===== src/hdl/url_field_splitter_macros.svh =====
// Assertion macros for the URL field splitter.
`ifndef URL_FIELD_SPLITTER_MACROS_SVH
`define URL_FIELD_SPLITTER_MACROS_SVH

// Same-cycle implication, checked on clk, off while in reset.
`define UFS_ASSERT_NOW(lbl, ante, cons, msg) \
  lbl: assert property (@(posedge clk) disable iff (!rst_n) (ante) |-> (cons)) else $error(msg);

// Next-cycle implication.
`define UFS_ASSERT_NEXT(lbl, ante, cons, msg) \
  lbl: assert property (@(posedge clk) disable iff (!rst_n) (ante) |=> (cons)) else $error(msg);

`endif


===== src/hdl/ufs_pkg.sv =====
// Shared constants for the URL field splitter: widths, scanner phases, codes.
`default_nettype none

package ufs_pkg;

  localparam int unsigned MAX_URL_LEN_DEF  = 1024;
  localparam int unsigned DEFAULT_PORT_RST = 80;

  localparam int unsigned CHAR_W    = 8;
  localparam int unsigned START_W   = 10;
  localparam int unsigned LEN_W     = 11;
  localparam int unsigned PORT_W    = 16;
  localparam int unsigned OUTCOME_W = 2;
  localparam int unsigned MASK_W    = 4;
  localparam int unsigned PHASE_W   = 3;
  localparam int unsigned FLAG_W    = 10;

  // scanner phases
  localparam logic [PHASE_W-1:0] PH_START  = 3'd0;
  localparam logic [PHASE_W-1:0] PH_SCHEME = 3'd1;
  localparam logic [PHASE_W-1:0] PH_SLASH  = 3'd2;
  localparam logic [PHASE_W-1:0] PH_HOST   = 3'd3;
  localparam logic [PHASE_W-1:0] PH_PORT   = 3'd4;
  localparam logic [PHASE_W-1:0] PH_PATH   = 3'd5;
  localparam logic [PHASE_W-1:0] PH_QUERY  = 3'd6;
  localparam logic [PHASE_W-1:0] PH_DONE   = 3'd7;

  // outcome codes
  localparam logic [OUTCOME_W-1:0] OC_OK      = 2'd0;
  localparam logic [OUTCOME_W-1:0] OC_BAD     = 2'd1;
  localparam logic [OUTCOME_W-1:0] OC_TOOLONG = 2'd2;

  // bit positions in the seen-flags vector
  localparam int unsigned SF_SCH_B = 0;
  localparam int unsigned SF_SCH_E = 1;
  localparam int unsigned SF_HST_B = 2;
  localparam int unsigned SF_HST_E = 3;
  localparam int unsigned SF_PRT_B = 4;
  localparam int unsigned SF_PRT_E = 5;
  localparam int unsigned SF_PTH_B = 6;
  localparam int unsigned SF_PTH_E = 7;
  localparam int unsigned SF_QRY_B = 8;
  localparam int unsigned SF_QRY_E = 9;

  // bit positions in the presence mask
  localparam int unsigned PM_SCHEME = 0;
  localparam int unsigned PM_HOST   = 1;
  localparam int unsigned PM_PATH   = 2;
  localparam int unsigned PM_QUERY  = 3;

  localparam logic [CHAR_W-1:0] CH_NUL   = 8'h00;
  localparam logic [CHAR_W-1:0] CH_SPACE = 8'h20;
  localparam logic [CHAR_W-1:0] CH_QMARK = 8'h3F;
  localparam logic [CHAR_W-1:0] CH_HASH  = 8'h23;
  localparam logic [CHAR_W-1:0] CH_COLON = 8'h3A;
  localparam logic [CHAR_W-1:0] CH_SLASH = 8'h2F;
  localparam logic [CHAR_W-1:0] CH_DOT   = 8'h2E;
  localparam logic [CHAR_W-1:0] CH_DASH  = 8'h2D;

  function automatic logic is_ws(input logic [CHAR_W-1:0] c);
    return (c == CH_SPACE) || (c >= 8'd9 && c <= 8'd13);
  endfunction

  function automatic logic is_letter(input logic [CHAR_W-1:0] c);
    logic [CHAR_W-1:0] l;
    l = c | 8'h20;
    return (l >= 8'h61) && (l <= 8'h7A);
  endfunction

  function automatic logic is_digit(input logic [CHAR_W-1:0] c);
    return (c >= 8'h30) && (c <= 8'h39);
  endfunction

endpackage

`default_nettype wire


===== src/hdl/url_field_splitter.sv =====
// URL field splitter: byte-serial URL scanner with registered input and result stages.
//
//  channel | direction | handshake            | payload
//  --------+-----------+----------------------+---------------------------------------
//  in      | input     | in_valid / in_ready  | in_char_in, in_last
//  out     | output    | out_valid / out_ready| outcome, field starts/lengths, port, mask
//  cfg     | input     | cfg_wr_en            | cfg_wr_data (default port)
//
// One byte per cycle sustained, but a last byte waits while a result is held; a byte
// is held in the input register, the scanner consumes it, and on the last byte the result
// register loads as the scanner clears. out_valid thus follows the input and result registers.
// Reset (rst_n low, synchronous) clears the scanner, both valid bits and sets the
// default port to 80. A stalled result holds only the last byte of the next URL;
// other bytes keep flowing.
`default_nettype none
`include "url_field_splitter_macros.svh"

module url_field_splitter
  import ufs_pkg::*;
#(
  parameter int unsigned MAX_URL_LEN = MAX_URL_LEN_DEF
) (
  input  wire logic                 clk,
  input  wire logic                 rst_n,

  input  wire logic                 in_valid,
  output logic                      in_ready,
  input  wire logic [CHAR_W-1:0]    in_char_in,
  input  wire logic                 in_last,

  output logic                      out_valid,
  input  wire logic                 out_ready,
  output logic [OUTCOME_W-1:0]      out_outcome,
  output logic [START_W-1:0]        out_scheme_start,
  output logic [LEN_W-1:0]          out_scheme_len,
  output logic [START_W-1:0]        out_host_start,
  output logic [LEN_W-1:0]          out_host_len,
  output logic [PORT_W-1:0]         out_port_num,
  output logic [START_W-1:0]        out_path_start,
  output logic [LEN_W-1:0]          out_path_len,
  output logic [START_W-1:0]        out_query_start,
  output logic [LEN_W-1:0]          out_query_len,
  output logic [MASK_W-1:0]         out_present_mask,

  input  wire logic                 cfg_wr_en,
  input  wire logic [PORT_W-1:0]    cfg_wr_data
);

  localparam int unsigned POS_W = $clog2(MAX_URL_LEN + 1);
  localparam int unsigned EXT_W = (POS_W > LEN_W) ? POS_W : LEN_W;
  localparam logic [POS_W-1:0] POS_MAX = POS_W'(MAX_URL_LEN);

  // input register
  logic              s1_valid_r;
  logic [CHAR_W-1:0] s1_char_r;
  logic              s1_last_r;
  logic              s1_adv;
  logic              out_free;

  // scanner state
  logic [PHASE_W-1:0] phase_r, phase_nxt;
  logic [POS_W-1:0]   byte_pos_r, byte_pos_nxt;
  logic [POS_W-1:0]   sch_b_r, sch_b_nxt, sch_e_r, sch_e_nxt;
  logic [POS_W-1:0]   hst_b_r, hst_b_nxt, hst_e_r, hst_e_nxt;
  logic [POS_W-1:0]   pth_b_r, pth_b_nxt, pth_e_r, pth_e_nxt;
  logic [POS_W-1:0]   qry_b_r, qry_b_nxt, qry_e_r, qry_e_nxt;
  logic [PORT_W-1:0]  port_acc_r, port_acc_nxt;
  logic [FLAG_W-1:0]  flags_r, flags_nxt;
  logic               bad_r, bad_nxt;
  logic               long_r, long_nxt;
  logic [PORT_W-1:0]  dflt_port_r;

  logic [PORT_W+3:0]  port_mul;

  // result register
  logic                 out_valid_r;
  logic [OUTCOME_W-1:0] out_outcome_r, out_outcome_nxt;
  logic [START_W-1:0]   out_ss_r, out_ss_nxt, out_hs_r, out_hs_nxt;
  logic [START_W-1:0]   out_ps_r, out_ps_nxt, out_qs_r, out_qs_nxt;
  logic [LEN_W-1:0]     out_sl_r, out_sl_nxt, out_hl_r, out_hl_nxt;
  logic [LEN_W-1:0]     out_pl_r, out_pl_nxt, out_ql_r, out_ql_nxt;
  logic [PORT_W-1:0]    out_port_r, out_port_nxt;
  logic [MASK_W-1:0]    out_mask_r, out_mask_nxt;

  logic [POS_W-1:0] pth_end_sel, qry_end_sel;
  logic [EXT_W-1:0] sl_x, hl_x, pl_x, ql_x;

  assign out_free = !out_valid_r || out_ready;
  assign s1_adv   = s1_valid_r && (!s1_last_r || out_free);
  assign in_ready = !s1_valid_r || s1_adv;

  always_ff @(posedge clk) begin
    if (!rst_n) begin
      s1_valid_r <= 1'b0;
    end else if (in_ready) begin
      s1_valid_r <= in_valid;
    end
  end

  always_ff @(posedge clk) begin
    if (in_ready && in_valid) begin
      s1_char_r <= in_char_in;
      s1_last_r <= in_last;
    end
  end

  always_ff @(posedge clk) begin
    if (!rst_n) begin
      dflt_port_r <= PORT_W'(DEFAULT_PORT_RST);
    end else if (cfg_wr_en) begin
      dflt_port_r <= cfg_wr_data;
    end
  end

  assign port_mul = ({4'd0, port_acc_r} << 3) + ({4'd0, port_acc_r} << 1)
                    + {16'd0, s1_char_r[3:0]};

  // per-byte scanner update
  always_comb begin
    phase_nxt    = phase_r;
    byte_pos_nxt = byte_pos_r;
    sch_b_nxt    = sch_b_r;
    sch_e_nxt    = sch_e_r;
    hst_b_nxt    = hst_b_r;
    hst_e_nxt    = hst_e_r;
    pth_b_nxt    = pth_b_r;
    pth_e_nxt    = pth_e_r;
    qry_b_nxt    = qry_b_r;
    qry_e_nxt    = qry_e_r;
    port_acc_nxt = port_acc_r;
    flags_nxt    = flags_r;
    bad_nxt      = bad_r;
    long_nxt     = long_r;
    if (s1_valid_r) begin
      if (byte_pos_r >= POS_MAX) begin
        long_nxt = 1'b1;
      end else begin
        byte_pos_nxt = byte_pos_r + 1'b1;
        if (phase_r != PH_DONE) begin
          if (s1_char_r == CH_NUL) begin
            phase_nxt = PH_DONE;
          end else begin
            unique case (phase_r)
              PH_START: begin
                if (is_ws(s1_char_r)) begin
                end else if (is_letter(s1_char_r)) begin
                  sch_b_nxt = byte_pos_r;
                  flags_nxt[SF_SCH_B] = 1'b1;
                  phase_nxt = PH_SCHEME;
                end else if (s1_char_r == CH_SLASH) begin
                  pth_b_nxt = byte_pos_r;
                  flags_nxt[SF_PTH_B] = 1'b1;
                  phase_nxt = PH_PATH;
                end else begin
                  bad_nxt   = 1'b1;
                  phase_nxt = PH_DONE;
                end
              end
              PH_SCHEME: begin
                if (is_letter(s1_char_r)) begin
                end else if (s1_char_r == CH_COLON) begin
                  sch_e_nxt = byte_pos_r;
                  flags_nxt[SF_SCH_E] = 1'b1;
                  phase_nxt = PH_SLASH;
                end else begin
                  bad_nxt   = 1'b1;
                  phase_nxt = PH_DONE;
                end
              end
              PH_SLASH: begin
                if (s1_char_r == CH_SLASH) begin
                end else if (is_letter(s1_char_r)) begin
                  hst_b_nxt = byte_pos_r;
                  flags_nxt[SF_HST_B] = 1'b1;
                  phase_nxt = PH_HOST;
                end else begin
                  bad_nxt   = 1'b1;
                  phase_nxt = PH_DONE;
                end
              end
              PH_HOST: begin
                if (is_letter(s1_char_r) || is_digit(s1_char_r) ||
                    s1_char_r == CH_DOT || s1_char_r == CH_DASH) begin
                end else if (s1_char_r == CH_COLON) begin
                  hst_e_nxt = byte_pos_r;
                  flags_nxt[SF_HST_E] = 1'b1;
                  flags_nxt[SF_PRT_B] = 1'b1;
                  port_acc_nxt = '0;
                  phase_nxt = PH_PORT;
                end else if (s1_char_r == CH_SLASH) begin
                  hst_e_nxt = byte_pos_r;
                  pth_b_nxt = byte_pos_r;
                  flags_nxt[SF_HST_E] = 1'b1;
                  flags_nxt[SF_PTH_B] = 1'b1;
                  phase_nxt = PH_PATH;
                end else begin
                  bad_nxt   = 1'b1;
                  phase_nxt = PH_DONE;
                end
              end
              PH_PORT: begin
                if (is_digit(s1_char_r)) begin
                  port_acc_nxt = (port_mul > 20'd65535) ? {PORT_W{1'b1}}
                                                        : port_mul[PORT_W-1:0];
                end else if (s1_char_r == CH_SLASH) begin
                  pth_b_nxt = byte_pos_r;
                  flags_nxt[SF_PRT_E] = 1'b1;
                  flags_nxt[SF_PTH_B] = 1'b1;
                  phase_nxt = PH_PATH;
                end else if (is_ws(s1_char_r)) begin
                  flags_nxt[SF_PRT_E] = 1'b1;
                  phase_nxt = PH_DONE;
                end else begin
                  bad_nxt   = 1'b1;
                  phase_nxt = PH_DONE;
                end
              end
              PH_PATH: begin
                if (s1_char_r == CH_QMARK) begin
                  pth_e_nxt = byte_pos_r;
                  qry_b_nxt = byte_pos_r + 1'b1;
                  flags_nxt[SF_PTH_E] = 1'b1;
                  flags_nxt[SF_QRY_B] = 1'b1;
                  phase_nxt = PH_QUERY;
                end else if (s1_char_r == CH_HASH || is_ws(s1_char_r)) begin
                  pth_e_nxt = byte_pos_r;
                  flags_nxt[SF_PTH_E] = 1'b1;
                  phase_nxt = PH_DONE;
                end
              end
              PH_QUERY: begin
                if (s1_char_r == CH_HASH || is_ws(s1_char_r)) begin
                  qry_e_nxt = byte_pos_r;
                  flags_nxt[SF_QRY_E] = 1'b1;
                  phase_nxt = PH_DONE;
                end
              end
              PH_DONE: begin
              end
            endcase
          end
        end
      end
    end
  end

  // result fields from the state after the last byte; open path/query end at byte count
  assign pth_end_sel = flags_nxt[SF_PTH_E] ? pth_e_nxt : byte_pos_nxt;
  assign qry_end_sel = flags_nxt[SF_QRY_E] ? qry_e_nxt : byte_pos_nxt;
  assign sl_x = EXT_W'(sch_e_nxt) - EXT_W'(sch_b_nxt);
  assign hl_x = EXT_W'(hst_e_nxt) - EXT_W'(hst_b_nxt);
  assign pl_x = EXT_W'(pth_end_sel) - EXT_W'(pth_b_nxt);
  assign ql_x = (qry_end_sel >= qry_b_nxt) ? EXT_W'(qry_end_sel) - EXT_W'(qry_b_nxt) : '0;

  always_comb begin
    priority if (long_nxt) begin
      out_outcome_nxt = OC_TOOLONG;
    end else if (bad_nxt ||
                 (flags_nxt[SF_SCH_B] && !flags_nxt[SF_SCH_E]) ||
                 (flags_nxt[SF_HST_B] && !flags_nxt[SF_HST_E]) ||
                 (flags_nxt[SF_PRT_B] && !flags_nxt[SF_PRT_E])) begin
      out_outcome_nxt = OC_BAD;
    end else begin
      out_outcome_nxt = OC_OK;
    end
    out_ss_nxt   = '0;
    out_sl_nxt   = '0;
    out_hs_nxt   = '0;
    out_hl_nxt   = '0;
    out_ps_nxt   = '0;
    out_pl_nxt   = '0;
    out_qs_nxt   = '0;
    out_ql_nxt   = '0;
    out_port_nxt = '0;
    out_mask_nxt = '0;
    if (out_outcome_nxt == OC_OK) begin
      out_port_nxt = flags_nxt[SF_PRT_B] ? port_acc_nxt : dflt_port_r;
      if (flags_nxt[SF_SCH_B]) begin
        out_mask_nxt[PM_SCHEME] = 1'b1;
        out_ss_nxt = START_W'(EXT_W'(sch_b_nxt));
        out_sl_nxt = sl_x[LEN_W-1:0];
      end
      if (flags_nxt[SF_HST_B]) begin
        out_mask_nxt[PM_HOST] = 1'b1;
        out_hs_nxt = START_W'(EXT_W'(hst_b_nxt));
        out_hl_nxt = hl_x[LEN_W-1:0];
      end
      if (flags_nxt[SF_PTH_B]) begin
        out_mask_nxt[PM_PATH] = 1'b1;
        out_ps_nxt = START_W'(EXT_W'(pth_b_nxt));
        out_pl_nxt = pl_x[LEN_W-1:0];
      end
      if (flags_nxt[SF_QRY_B]) begin
        out_mask_nxt[PM_QUERY] = 1'b1;
        out_qs_nxt = START_W'(EXT_W'(qry_b_nxt));
        out_ql_nxt = ql_x[LEN_W-1:0];
      end
    end
  end

  always_ff @(posedge clk) begin
    if (!rst_n || (s1_adv && s1_last_r)) begin
      phase_r    <= PH_START;
      byte_pos_r <= '0;
      sch_b_r    <= '0;
      sch_e_r    <= '0;
      hst_b_r    <= '0;
      hst_e_r    <= '0;
      pth_b_r    <= '0;
      pth_e_r    <= '0;
      qry_b_r    <= '0;
      qry_e_r    <= '0;
      port_acc_r <= '0;
      flags_r    <= '0;
      bad_r      <= 1'b0;
      long_r     <= 1'b0;
    end else if (s1_adv) begin
      phase_r    <= phase_nxt;
      byte_pos_r <= byte_pos_nxt;
      sch_b_r    <= sch_b_nxt;
      sch_e_r    <= sch_e_nxt;
      hst_b_r    <= hst_b_nxt;
      hst_e_r    <= hst_e_nxt;
      pth_b_r    <= pth_b_nxt;
      pth_e_r    <= pth_e_nxt;
      qry_b_r    <= qry_b_nxt;
      qry_e_r    <= qry_e_nxt;
      port_acc_r <= port_acc_nxt;
      flags_r    <= flags_nxt;
      bad_r      <= bad_nxt;
      long_r     <= long_nxt;
    end
  end

  always_ff @(posedge clk) begin
    if (!rst_n) begin
      out_valid_r <= 1'b0;
    end else if (s1_adv && s1_last_r) begin
      out_valid_r <= 1'b1;
    end else if (out_ready) begin
      out_valid_r <= 1'b0;
    end
  end

  always_ff @(posedge clk) begin
    if (s1_adv && s1_last_r) begin
      out_outcome_r <= out_outcome_nxt;
      out_ss_r      <= out_ss_nxt;
      out_sl_r      <= out_sl_nxt;
      out_hs_r      <= out_hs_nxt;
      out_hl_r      <= out_hl_nxt;
      out_ps_r      <= out_ps_nxt;
      out_pl_r      <= out_pl_nxt;
      out_qs_r      <= out_qs_nxt;
      out_ql_r      <= out_ql_nxt;
      out_port_r    <= out_port_nxt;
      out_mask_r    <= out_mask_nxt;
    end
  end

  assign out_valid        = out_valid_r;
  assign out_outcome      = out_outcome_r;
  assign out_scheme_start = out_ss_r;
  assign out_scheme_len   = out_sl_r;
  assign out_host_start   = out_hs_r;
  assign out_host_len     = out_hl_r;
  assign out_port_num     = out_port_r;
  assign out_path_start   = out_ps_r;
  assign out_path_len     = out_pl_r;
  assign out_query_start  = out_qs_r;
  assign out_query_len    = out_ql_r;
  assign out_present_mask = out_mask_r;

  `UFS_ASSERT_NOW(a_fail_zeroed, out_valid_r && out_outcome_r != OC_OK, out_mask_r == '0 && out_port_r == '0, "failed result carries nonzero fields")
  `UFS_ASSERT_NOW(a_pos_bound, 1'b1, byte_pos_r <= POS_MAX, "byte position beyond maximum length")
  `UFS_ASSERT_NEXT(a_clear_after_last, s1_adv && s1_last_r, byte_pos_r == '0 && flags_r == '0, "scanner not cleared after last byte")
  `UFS_ASSERT_NOW(a_query_needs_path, out_valid_r && out_mask_r[PM_QUERY], out_mask_r[PM_PATH], "query reported without path")

endmodule

`default_nettype wire


===== config.mk =====
export PLATFORM = sky130hd
export DESIGN_NAME = url_field_splitter
export DESIGN_NICKNAME = d
export VERILOG_FILES = /design/src/hdl/ufs_pkg.sv /design/src/hdl/url_field_splitter.sv
export VERILOG_INCLUDE_DIRS = /design/src /design/src/hdl
export SDC_FILE = /design/constraint.sdc
export NUM_CORES = 1
export LEC_CHECK = 0
export CAP_MARGIN = 25
export CORE_ASPECT_RATIO = 0.6
export CORE_MARGIN = 1.5
export CORE_UTILIZATION = 60
export CTS_CLUSTER_DIAMETER = 120
export DETAILED_ROUTE_END_ITERATION = 8
export DONT_BUFFER_PORTS = 1
export GPL_ROUTABILITY_DRIVEN = 0
export HOLD_SLACK_MARGIN = 0.02
export PLACE_DENSITY_LB_ADDON = 0.12
export SYNTH_ARGS = -nofsm -noshare
export SYNTH_HDL_FRONTEND = slang
export SYNTH_SLANG_ARGS = --single-unit

===== constraint.sdc =====
create_clock -name clk -period 10.5 [get_ports clk]
set_clock_uncertainty 0.05 [all_clocks]
set_input_delay 0.525 -clock clk [delete_from_list [all_inputs] [get_ports clk]]
set_output_delay 0.525 -clock clk [all_outputs]
set_load 0.05 [all_outputs]

== Word-level counts from Yosys, hierarchy flattened ==
Index checks and enable logic that the tools add are counted.

* Register bits: 263
* Bits of input ports: 30
* Output and inout bits: 108

* Add/subtract/negate cells: 7
* $lt $le $gt $ge: 9
* Equality and inequality tests: 19
* Multiplexer cells: 148
* Bitwise operators: 1
* Reduce and logical (&&, ||, !) cells: 39

{| class="wikitable"
|+ Operators by type and width
! kind !! count
|-
| $mux 11 || 62
|-
| $mux 16 || 9
|-
| $eq 8x6->1 const B || 7
|-
| $mux 1 || 50
|-
| $sub 11x11->11 || 4
|-
| $mux 10 || 4
|-
| $mux 3 || 12
|-
| $pmux 11 s3 || 1
|-
| $pmux 16 s2 || 1
|-
| $pmux 3 s7 || 1
|-
| $add 19x17->20 || 1
|-
| $add 20x4->20 || 1
|-
| $gt 20x16->1 const B || 1
|-
| $ne 3x3->1 const B || 6
|-
| $logic_or 1x1->1 || 12
|-
| $mux 2 || 6
|-
| $add 11x1->11 const B || 1
|-
| $ge 11x11->1 || 1
|-
| $ge 11x11->1 const B || 1
|-
| $reduce_and 10->1 || 1
|-
| $eq 3x3->1 const B || 3
|-
| $logic_and 1x1->1 || 9
|-
| $ge 8x4->1 const B || 1
|-
| $ge 8x6->1 const B || 1
|-
| 17 further kinds || 27
|}

== Logic depth before layout (Yosys ltp) ==
Gate-level depths: netlist of the first run.

* Word-level depth: 20
* Mapped depth: 22
* Gate-level depth less buffers: 19

== Least setup slack after synthesis of the first run ==
No wires, ideal clock.

* Kind: reg-to-reg
* Start point: register s1_char_r[3]
* End point: register out_ql_r[10] (netlist: out_query_len[10]), data pin
* Setup time: 0.271 ns
* Data arrival time: 4.204 ns
* Required time: 10.179 ns
* Slack: 5.976 ns
* Cell stages (with the launch flop): 17
* Path buffers: 3
* Cells stage by stage: edfxtp_1 > or4_1 > buf_2 > o31a_1 > nand4_1 > clkbuf_1 > mux2i_1 > ha_1 > nor2b_1 > o21a_1 > o21ai_0 > a21oi_1 > o31ai_1 > a21oi_1 > a211oi_1 > clkbuf_1 > nor3_1

* Longest elaborated chain between the ends: 19

{| class="wikitable"
|+ RTL lines
! item !! line !! RTL
|-
| start, declared || url_field_splitter.sv:55 || <nowiki>logic [CHAR_W-1:0] s1_char_r;</nowiki>
|-
| start signal, assigned || url_field_splitter.sv:102 || <nowiki>s1_char_r <= in_char_in;</nowiki>
|-
| parallel branches: the longest is 19 deep, another holds $ge 8x4->1 || n/a ||
|-
| end signal, assigned || url_field_splitter.sv:355 || <nowiki>out_ql_r <= out_ql_nxt;</nowiki>
|-
| end, declared || url_field_splitter.sv:81 || <nowiki>logic [LEN_W-1:0] out_pl_r, out_pl_nxt, out_ql_r, out_ql_nxt;</nowiki>
|}

Parallel ways; which one is timed is not known.
A chain may end at the register's enable or synchronous reset.

== Final worst setup path of the first run ==
* Start point: register s1_valid_r
* End point: register out_sl_r[10] (netlist: out_scheme_len[10]), data pin

* Longest elaborated chain between the ends: 10

{| class="wikitable"
|+ RTL lines
! item !! line !! RTL
|-
| start, declared || url_field_splitter.sv:54 || <nowiki>logic s1_valid_r;</nowiki>
|-
| start signal, assigned || url_field_splitter.sv:96 || <nowiki>s1_valid_r <= in_valid;</nowiki>
|-
| $mux 10 || url_field_splitter.sv:134 || <nowiki>if (s1_valid_r) begin</nowiki>
|-
| $logic_not 1->1 || url_field_splitter.sv:259 || <nowiki>(flags_nxt[SF_SCH_B] && !flags_nxt[SF_SCH_E]) ||</nowiki>
|-
| $logic_and 1x1->1 || url_field_splitter.sv:259 ||
|-
| $logic_or 1x1->1 || url_field_splitter.sv:258 || <nowiki>end else if (bad_nxt ||</nowiki>
|-
| $logic_or 1x1->1 || url_field_splitter.sv:259 ||
|-
| $logic_or 1x1->1 || url_field_splitter.sv:260 || <nowiki>(flags_nxt[SF_HST_B] && !flags_nxt[SF_HST_E]) ||</nowiki>
|-
| $mux 1 || url_field_splitter.sv:258 ||
|-
| $mux 2 || url_field_splitter.sv:256 || <nowiki>priority if (long_nxt) begin</nowiki>
|-
| $logic_not 2->1 || url_field_splitter.sv:276 || <nowiki>if (out_outcome_nxt == OC_OK) begin</nowiki>
|-
| $reduce_and 2->1 (no source line) || n/a ||
|-
| end signal, assigned || url_field_splitter.sv:349 || <nowiki>out_sl_r <= out_sl_nxt;</nowiki>
|-
| end, declared || url_field_splitter.sv:80 || <nowiki>logic [LEN_W-1:0] out_sl_r, out_sl_nxt, out_hl_r, out_hl_nxt;</nowiki>
|}

Several ways; a longest one is shown, not always the timed one.

==> results.cfg, run 1 <==
[floorplanning]
die_y_um = 124
row_count = 43
dieArea_um2 = 25200
core_region_area_um2 = 23500
initial_core_util = 0.620
die_w_um = 204
pin_count = 138

[synthesis]
synth_compound_area_frac = 0.169
ys_seq_area_frac = 0.441
synth_simple_gate_area_share = 0.182
synth-xor-area-share = 0.0337
async_reset_ff_frac = 0
synthMuxAreaShare = 0.0622
syn-cell-area_um2 = 14500
synth_warnings = 0
yosysUniqueCellTypes = 73
synthCells = 1606
synth_edf_count = 115
synth_area_per_cell_um2 = 9.06
yosysTopAreaCellShare = 0.237
synth.area.top_cells = edfxtp_1 24%, dfxtp_1 20%, ha_1 6.5%
synthesis.nets = 1717
synth_flop_cell = dfxtp_1
synth_top_area_cell = edfxtp_1
ys_ff_latch = 263
synth_top_family_by_area = simple AND/OR/NAND/NOR gates
synth_fa_ha_area_frac = 0.0728

[route]
viasPerCell = 6.28
drc = 0
wire_per_inst_um = 20.2
drt-initial-drc-count = 1447
firstDrtPassIters = 5
postRouteAntennaNets = 0
vias = 11900
wl_mm = 38.3

[cts]
clk_path_buf_depth = 3
cts_htree_levels = 1
clkSinkCount = 263
cts_setup_buffers = 0
insertion_delay_ps = 540
clk_pin_slew_worst_paths_ps = 70
cts_root_buffer = clkbuf_16
cts_tree = done
numCtsBuffers = 26

[timing]
maxSlewViolCount = 0
max_clock_freq_mhz = 191
finalHoldViolCount = 0
fin_tns_setup_ps = 0
period_share = 0.499
relSlewSlack = 0.281
layout_min_cycle_time_ps = 5240
worst_slew_pin_slew_ps = 1070
setup_viol = 0
rsz0062_at_grt = no

[global_route]
grt_pass1_wl_mm = 59.7
overflow = 0
antenna_found_initial = 0
grt_max_degree = 90
grt_pass1_vias = 10600
grt_usage = 0.303

[layout]
layout-drive-gt1-share = 0.0717
fin_area_um2 = 15600
num-nets-final = 1666
n_fill_cell = 1904
area_growth_syn_to_layout_pct = 7.48
n_antenna_cell = 0
post-route-util = 0.666
final_cells = 1890

[placed_design]
dp_hpwl_mm = 27.2
dp_cells = 1832
placed_area_um2 = 14700
portBuffers = 0

[setup_path]
critPathKind = register to register
critPathMaxFanout = 11
critPathCaptureType = register
worstPathArrival_ps = 5470
cp.required_ps = 10730
worstSetupStartpointType = register

[pwr]
seq_power_share = 0.521
power_mw = 2.17
vdd_ir_drop_max_mv = 0.106
p_switching_mw = 0.535
clkPwrFrac = 0.424
swShare = 0.246
cell_internal_pwr_mw = 1.64
leakagePower_nw = 5.55
powerDensity_nw_per_um2 = 139
combPwrFrac = 0.055

[flow_run]
drv_cap = 0

[status]
status = finished, final reports clean

[min_path]
worstHoldPathType = input pin to register
[layout make-up]
class | count | area [um^2] | area share
multi-input combinational | 1200 | 7590 | 0.485
sequential | 263 | 6420 | 0.410
clock buffer | 34 | 722 | 0.0462
tap | 315 | 394 | 0.0252
timing repair buffer | 33 | 278 | 0.0178
inverter | 31 | 119 | 0.00760
clock inverter | 14 | 116 | 0.00744
[path summary, 6_finish.rpt]
check	to	cells after the start	startpoint	slack [ps]
min	s1_last_r$_DFFE_PP_	0	in_last	40
max	out_scheme_len[10]$_SDFFCE_PN0P_	15	s1_valid_r$_SDFFE_PN0N_	5260
min reg2reg	pth_b_r[10]$_SDFFE_PP0P_	2	pth_b_r[10]$_SDFFE_PP0P_	380
max reg2reg	out_scheme_len[10]$_SDFFCE_PN0P_	15	s1_valid_r$_SDFFE_PN0N_	5260
[per-stage QoR]
step / worst slack (ps) / hold slack [ps]
floorplan: 5980 / 357
global route: 4890 / 23.2
CTS: 5000 / 26.8
finish: 5260 / 40.6
detailed placement: 5020 / 369
global placement: 5310 / 366
[layer usage]
layer  vias to the layer above  global-route usage  share of wire  wire, um
li1                       5636                   -              -         -
met1                      5586               0.484           0.49     18800
met2                       600               0.397           0.38     14500
met3                        41              0.0950           0.12      4620
met4                         0              0.0414          0.010       391
met5                         -                   0              0         0
[cells in the mapped netlist (24+ instances only)]
| library cell | n |
|---|---|
| a211oi_1 | 24 |
| a21oi_1 | 158 |
| clkbuf_1 | 90 |
| dfxtp_1 | 148 |
| edfxtp_1 | 115 |
| ha_1 | 75 |
| inv_1 | 31 |
| mux2i_1 | 69 |
| nand2_1 | 157 |
| nand3_1 | 27 |
| nor2_1 | 215 |
| nor2b_1 | 40 |
| nor3_1 | 51 |
| o21ai_0 | 91 |
| xnor2_1 | 40 |
[critical path, cell delays in order, from the launching register on]
cell and delay, ps:
dfxtp_1 460, nand2b_1 390, a31oi_1 560, nand2_1 330, nor2_1 890, mux2i_1 250
ha_1 290, fa_1 390, nor2b_1 170, o21ai_0 120, a21oi_1 250, o21ai_0 190
a21oi_1 280, a31oi_1 140, xnor2_1 150, nor2_1 50
[cell families (layout without fill, tap and decap cells)]
family | Yosys count | in the layout
compound gates | 397 | 397
xor+xnor | 56 | 56
fa+ha+maj | 81 | 81
buf+inv | 143 | 112
flops | 263 | 263
mux | 88 | 88
simple gates | 578 | 578
[power groups by stage]
stage / logic (mW) / clock network, mW / registers (mW)
6_report: 0.121 / 0.921 / 1.13
5_1_grt: 0.132 / 0.971 / 1.13
4_1_cts: 0.118 / 0.927 / 1.13
3_5_place_dp: 0.114 / 0 / 1.15
3_3_place_gp: 0.114 / 0 / 1.15
2_1_floorplan: 0.0936 / 0 / 1.15
[sequential cells by signal, summed over array words and instances (netlist names), 10 cells and up]
name and flops:
flags_r 10, sch_e_r 11, out_scheme_len 11, byte_pos_r 11
pth_b_r 11, out_scheme_start 10, out_path_len 11, sch_b_r 11
qry_b_r 11, hst_e_r 11, dflt_port_r 16, out_query_start 10
out_port_num 16, port_acc_r 16, qry_e_r 11, out_host_start 10
hst_b_r 11, out_path_start 10, pth_e_r 11, out_query_len 11
out_host_len 11
[cells in the final DEF (no fill, tap or decap), drive strengths merged, types with 11 or more instances in the layout]
master	Yosys	layout
a2111oi	16	16
a211oi	24	24
a21o	19	19
a21oi	158	158
a31oi	16	16
and2	11	11
and3	22	22
buf	22	24
clkbuf	90	34
dfxtp	148	148
edfxtp	115	115
ha	75	75
inv	31	33
mux2	19	19
mux2i	69	69
nand2	157	157
nand2b	14	14
nand3	27	27
nor2	215	215
nor2b	40	40
nor3	55	55
o21ai	91	91
xnor2	40	40
xor2	16	16
[timing repair]
item	4_1_cts	5_1_grt
hold endpoints to repair	10	0
resized for setup	0	0
hold buffers	9	0
No activity file was read; power rests on OpenSTA's default activity.
==> run 2: changes to the inputs <==
clock period = 4.99 ns   (was 10.5 ns; I/O delays follow)
==> results.cfg, run 2 (synthesis gave the netlist of run 1 again) <==
[status]
status = finished, final reports clean

[layout]
layout_common_cells = 214 x nor2_1, 158 x a21oi_1, 156 x nand2_1
n_fill_cell = 1841
layout_commonest_cell = nor2_1
area_growth_syn_to_layout_pct = 11.6
n_antenna_cell = 0
num-nets-final = 1726
layout-drive-gt1-share = 0.0882

[min_path]
worstHoldPathType = input pin to register

[cts]
clkSinkCount = 263
cts_htree_levels = 1
insertion_delay_ps = 530
clk_pin_slew_worst_paths_ps = 70
cts_root_buffer = clkbuf_16
clk_path_buf_depth = 3
numCtsBuffers = 24
cts_tree = done

[timing]
layout_setup_ws_ps = 293
rsz0062_at_grt = no
fin_tns_setup_ps = 0
setup_viol = 0
layout_min_cycle_time_ps = 4700
maxSlewViolCount = 0
period_share = 0.941
max_clock_freq_mhz = 213
finalHoldViolCount = 0
worst_slew_pin_slew_ps = 994
relSlewSlack = 0.336

[setup_path]
worstPathArrival_ps = 4890
cp_slowest_cell = or4_1
critPathKind = register to register
crit_path_cell_trace = or4_1, or3_4, and2_1, nand2_1, nor3_1, buf_4, o22ai_1, ha_1, nor2b_1, o21a_1, o21ai_0, a21oi_1, o31ai_2, a21oi_1, a211oi_1, buf_4, nor3_1
critPathCaptureType = register
critPathMaxStageDelay_ps = 570
worstSetupStartpointType = register
cp_top_family = simple AND/OR/NAND/NOR gates
critPathMaxFanout = 19
cp.required_ps = 5190
critical_path_buf_inv_count = 2

[route]
wire_per_inst_um = 21.2
drc = 0
wl_mm = 41.3
viasPerCell = 6.29
postRouteAntennaNets = 0
drt-initial-drc-count = 1651
vias = 12300
firstDrtPassIters = 6

[floorplanning]
pin_count = 138
row_count = 43
core_region_area_um2 = 23500
die_y_um = 124
die_w_um = 204
initial_core_util = 0.620
dieArea_um2 = 25200

[global_route]
grt_max_degree = 85
grt_pass1_vias = 11300
antenna_found_initial = 0
overflow = 0
grt_pass1_wl_mm = 63.6
grt_usage = 0.325

[pwr]
p_switching_mw = 1.15
vdd_ir_drop_max_mv = 0.260
cell_internal_pwr_mw = 3.59
swShare = 0.243
seq_power_share = 0.502
combPwrFrac = 0.065
leakagePower_nw = 5.85
clkPwrFrac = 0.434
powerDensity_nw_per_um2 = 292

[placed_design]
portBuffers = 0
dp_slack_ps = 285
dp_hpwl_mm = 28.5

[flow_run]
drv_cap = 0
-- run 2: cell count changes in the layout (fill, tap and decap cells not counted), moves of 3 or more --
cell / before / now
bufinv_16: 1 / 4
dlygate4sd3_1: 9 / 43
buf_4: 23 / 50
clkbuf_1: 5 / 2
-- run 2: routing by layer --
layer	wire, um	global-route usage	vias to the layer above
met2	16200	0.451	688
li1	-	-	5747
met4	612	0.0574	0
met5	0	0	-
met1	19200	0.494	5760
met3	5310	0.104	64
-- run 2: layout make-up --
type / instances / area (um^2) / area share
Timing Repair Buffer: 95 / 831 / 0.0512
Clock inverter: 14 / 189 / 0.0116
Clock buffer: 30 / 686 / 0.0422
Tap cell: 315 / 394 / 0.0243
Multi-Input combinational cell: 1200 / 7600 / 0.468
Inverter: 31 / 119 / 0.00732
Sequential cell: 263 / 6420 / 0.395
-- run 2: power groups by stage --
stage | logic (mW) | clock network, mW | registers (mW)
finish | 0.306 | 2.06 | 2.38
global route | 0.330 | 2.13 | 2.38
CTS | 0.292 | 2.04 | 2.38
detailed placement | 0.257 | 0 | 2.42
global placement | 0.253 | 0 | 2.42
floorplan | 0.197 | 0 | 2.41
-- run 2: worst register-to-register path: cells and delay by family, from the launching register on --
family | cells | cell delay [ps]
buffers and inverters | 2 | 420
AOI/OAI and AO/OA | 7 | 1490
DFF | 1 | 490
and+or+nand+nor | 7 | 1670
adders and majority gates | 1 | 300
-- run 2: path summary, 6_finish.rpt --
path / startpoint / to / slack [ps] / cells after the start
min reg2reg: qry_e_r[10]$_SDFFE_PP0P_ / qry_e_r[10]$_SDFFE_PP0P_ / 390 / 2
min: rst_n / pth_b_r[10]$_SDFFE_PP0P_ / 170 / 3
max reg2reg: s1_char_r[0]$_DFFE_PP_ / out_query_len[7]$_SDFFCE_PN0P_ / 290 / 17
max: s1_char_r[0]$_DFFE_PP_ / out_query_len[7]$_SDFFCE_PN0P_ / 290 / 17
-- run 2: timing repair --
item	in CTS	in global routing
hold endpoints to repair	27	0
hold buffers	43	0
buffers inserted	0	0
endpoints found under the setup margin	0	13
resized for setup	0	4
-- run 2: stage by stage --
step            util  power, mW  std cells  area (um^2)  hold WS, ps
4_1_cts        0.691       4.71       1947        16200          153
6_report       0.692       4.74       1948        16200          175
2_1_floorplan      -       2.61       1606        14500          298
3_3_place_gp   0.636       2.68       1860        14900          266
5_1_grt        0.692       4.85       1948        16200          173
3_5_place_dp   0.636       2.68       1860        14900          268
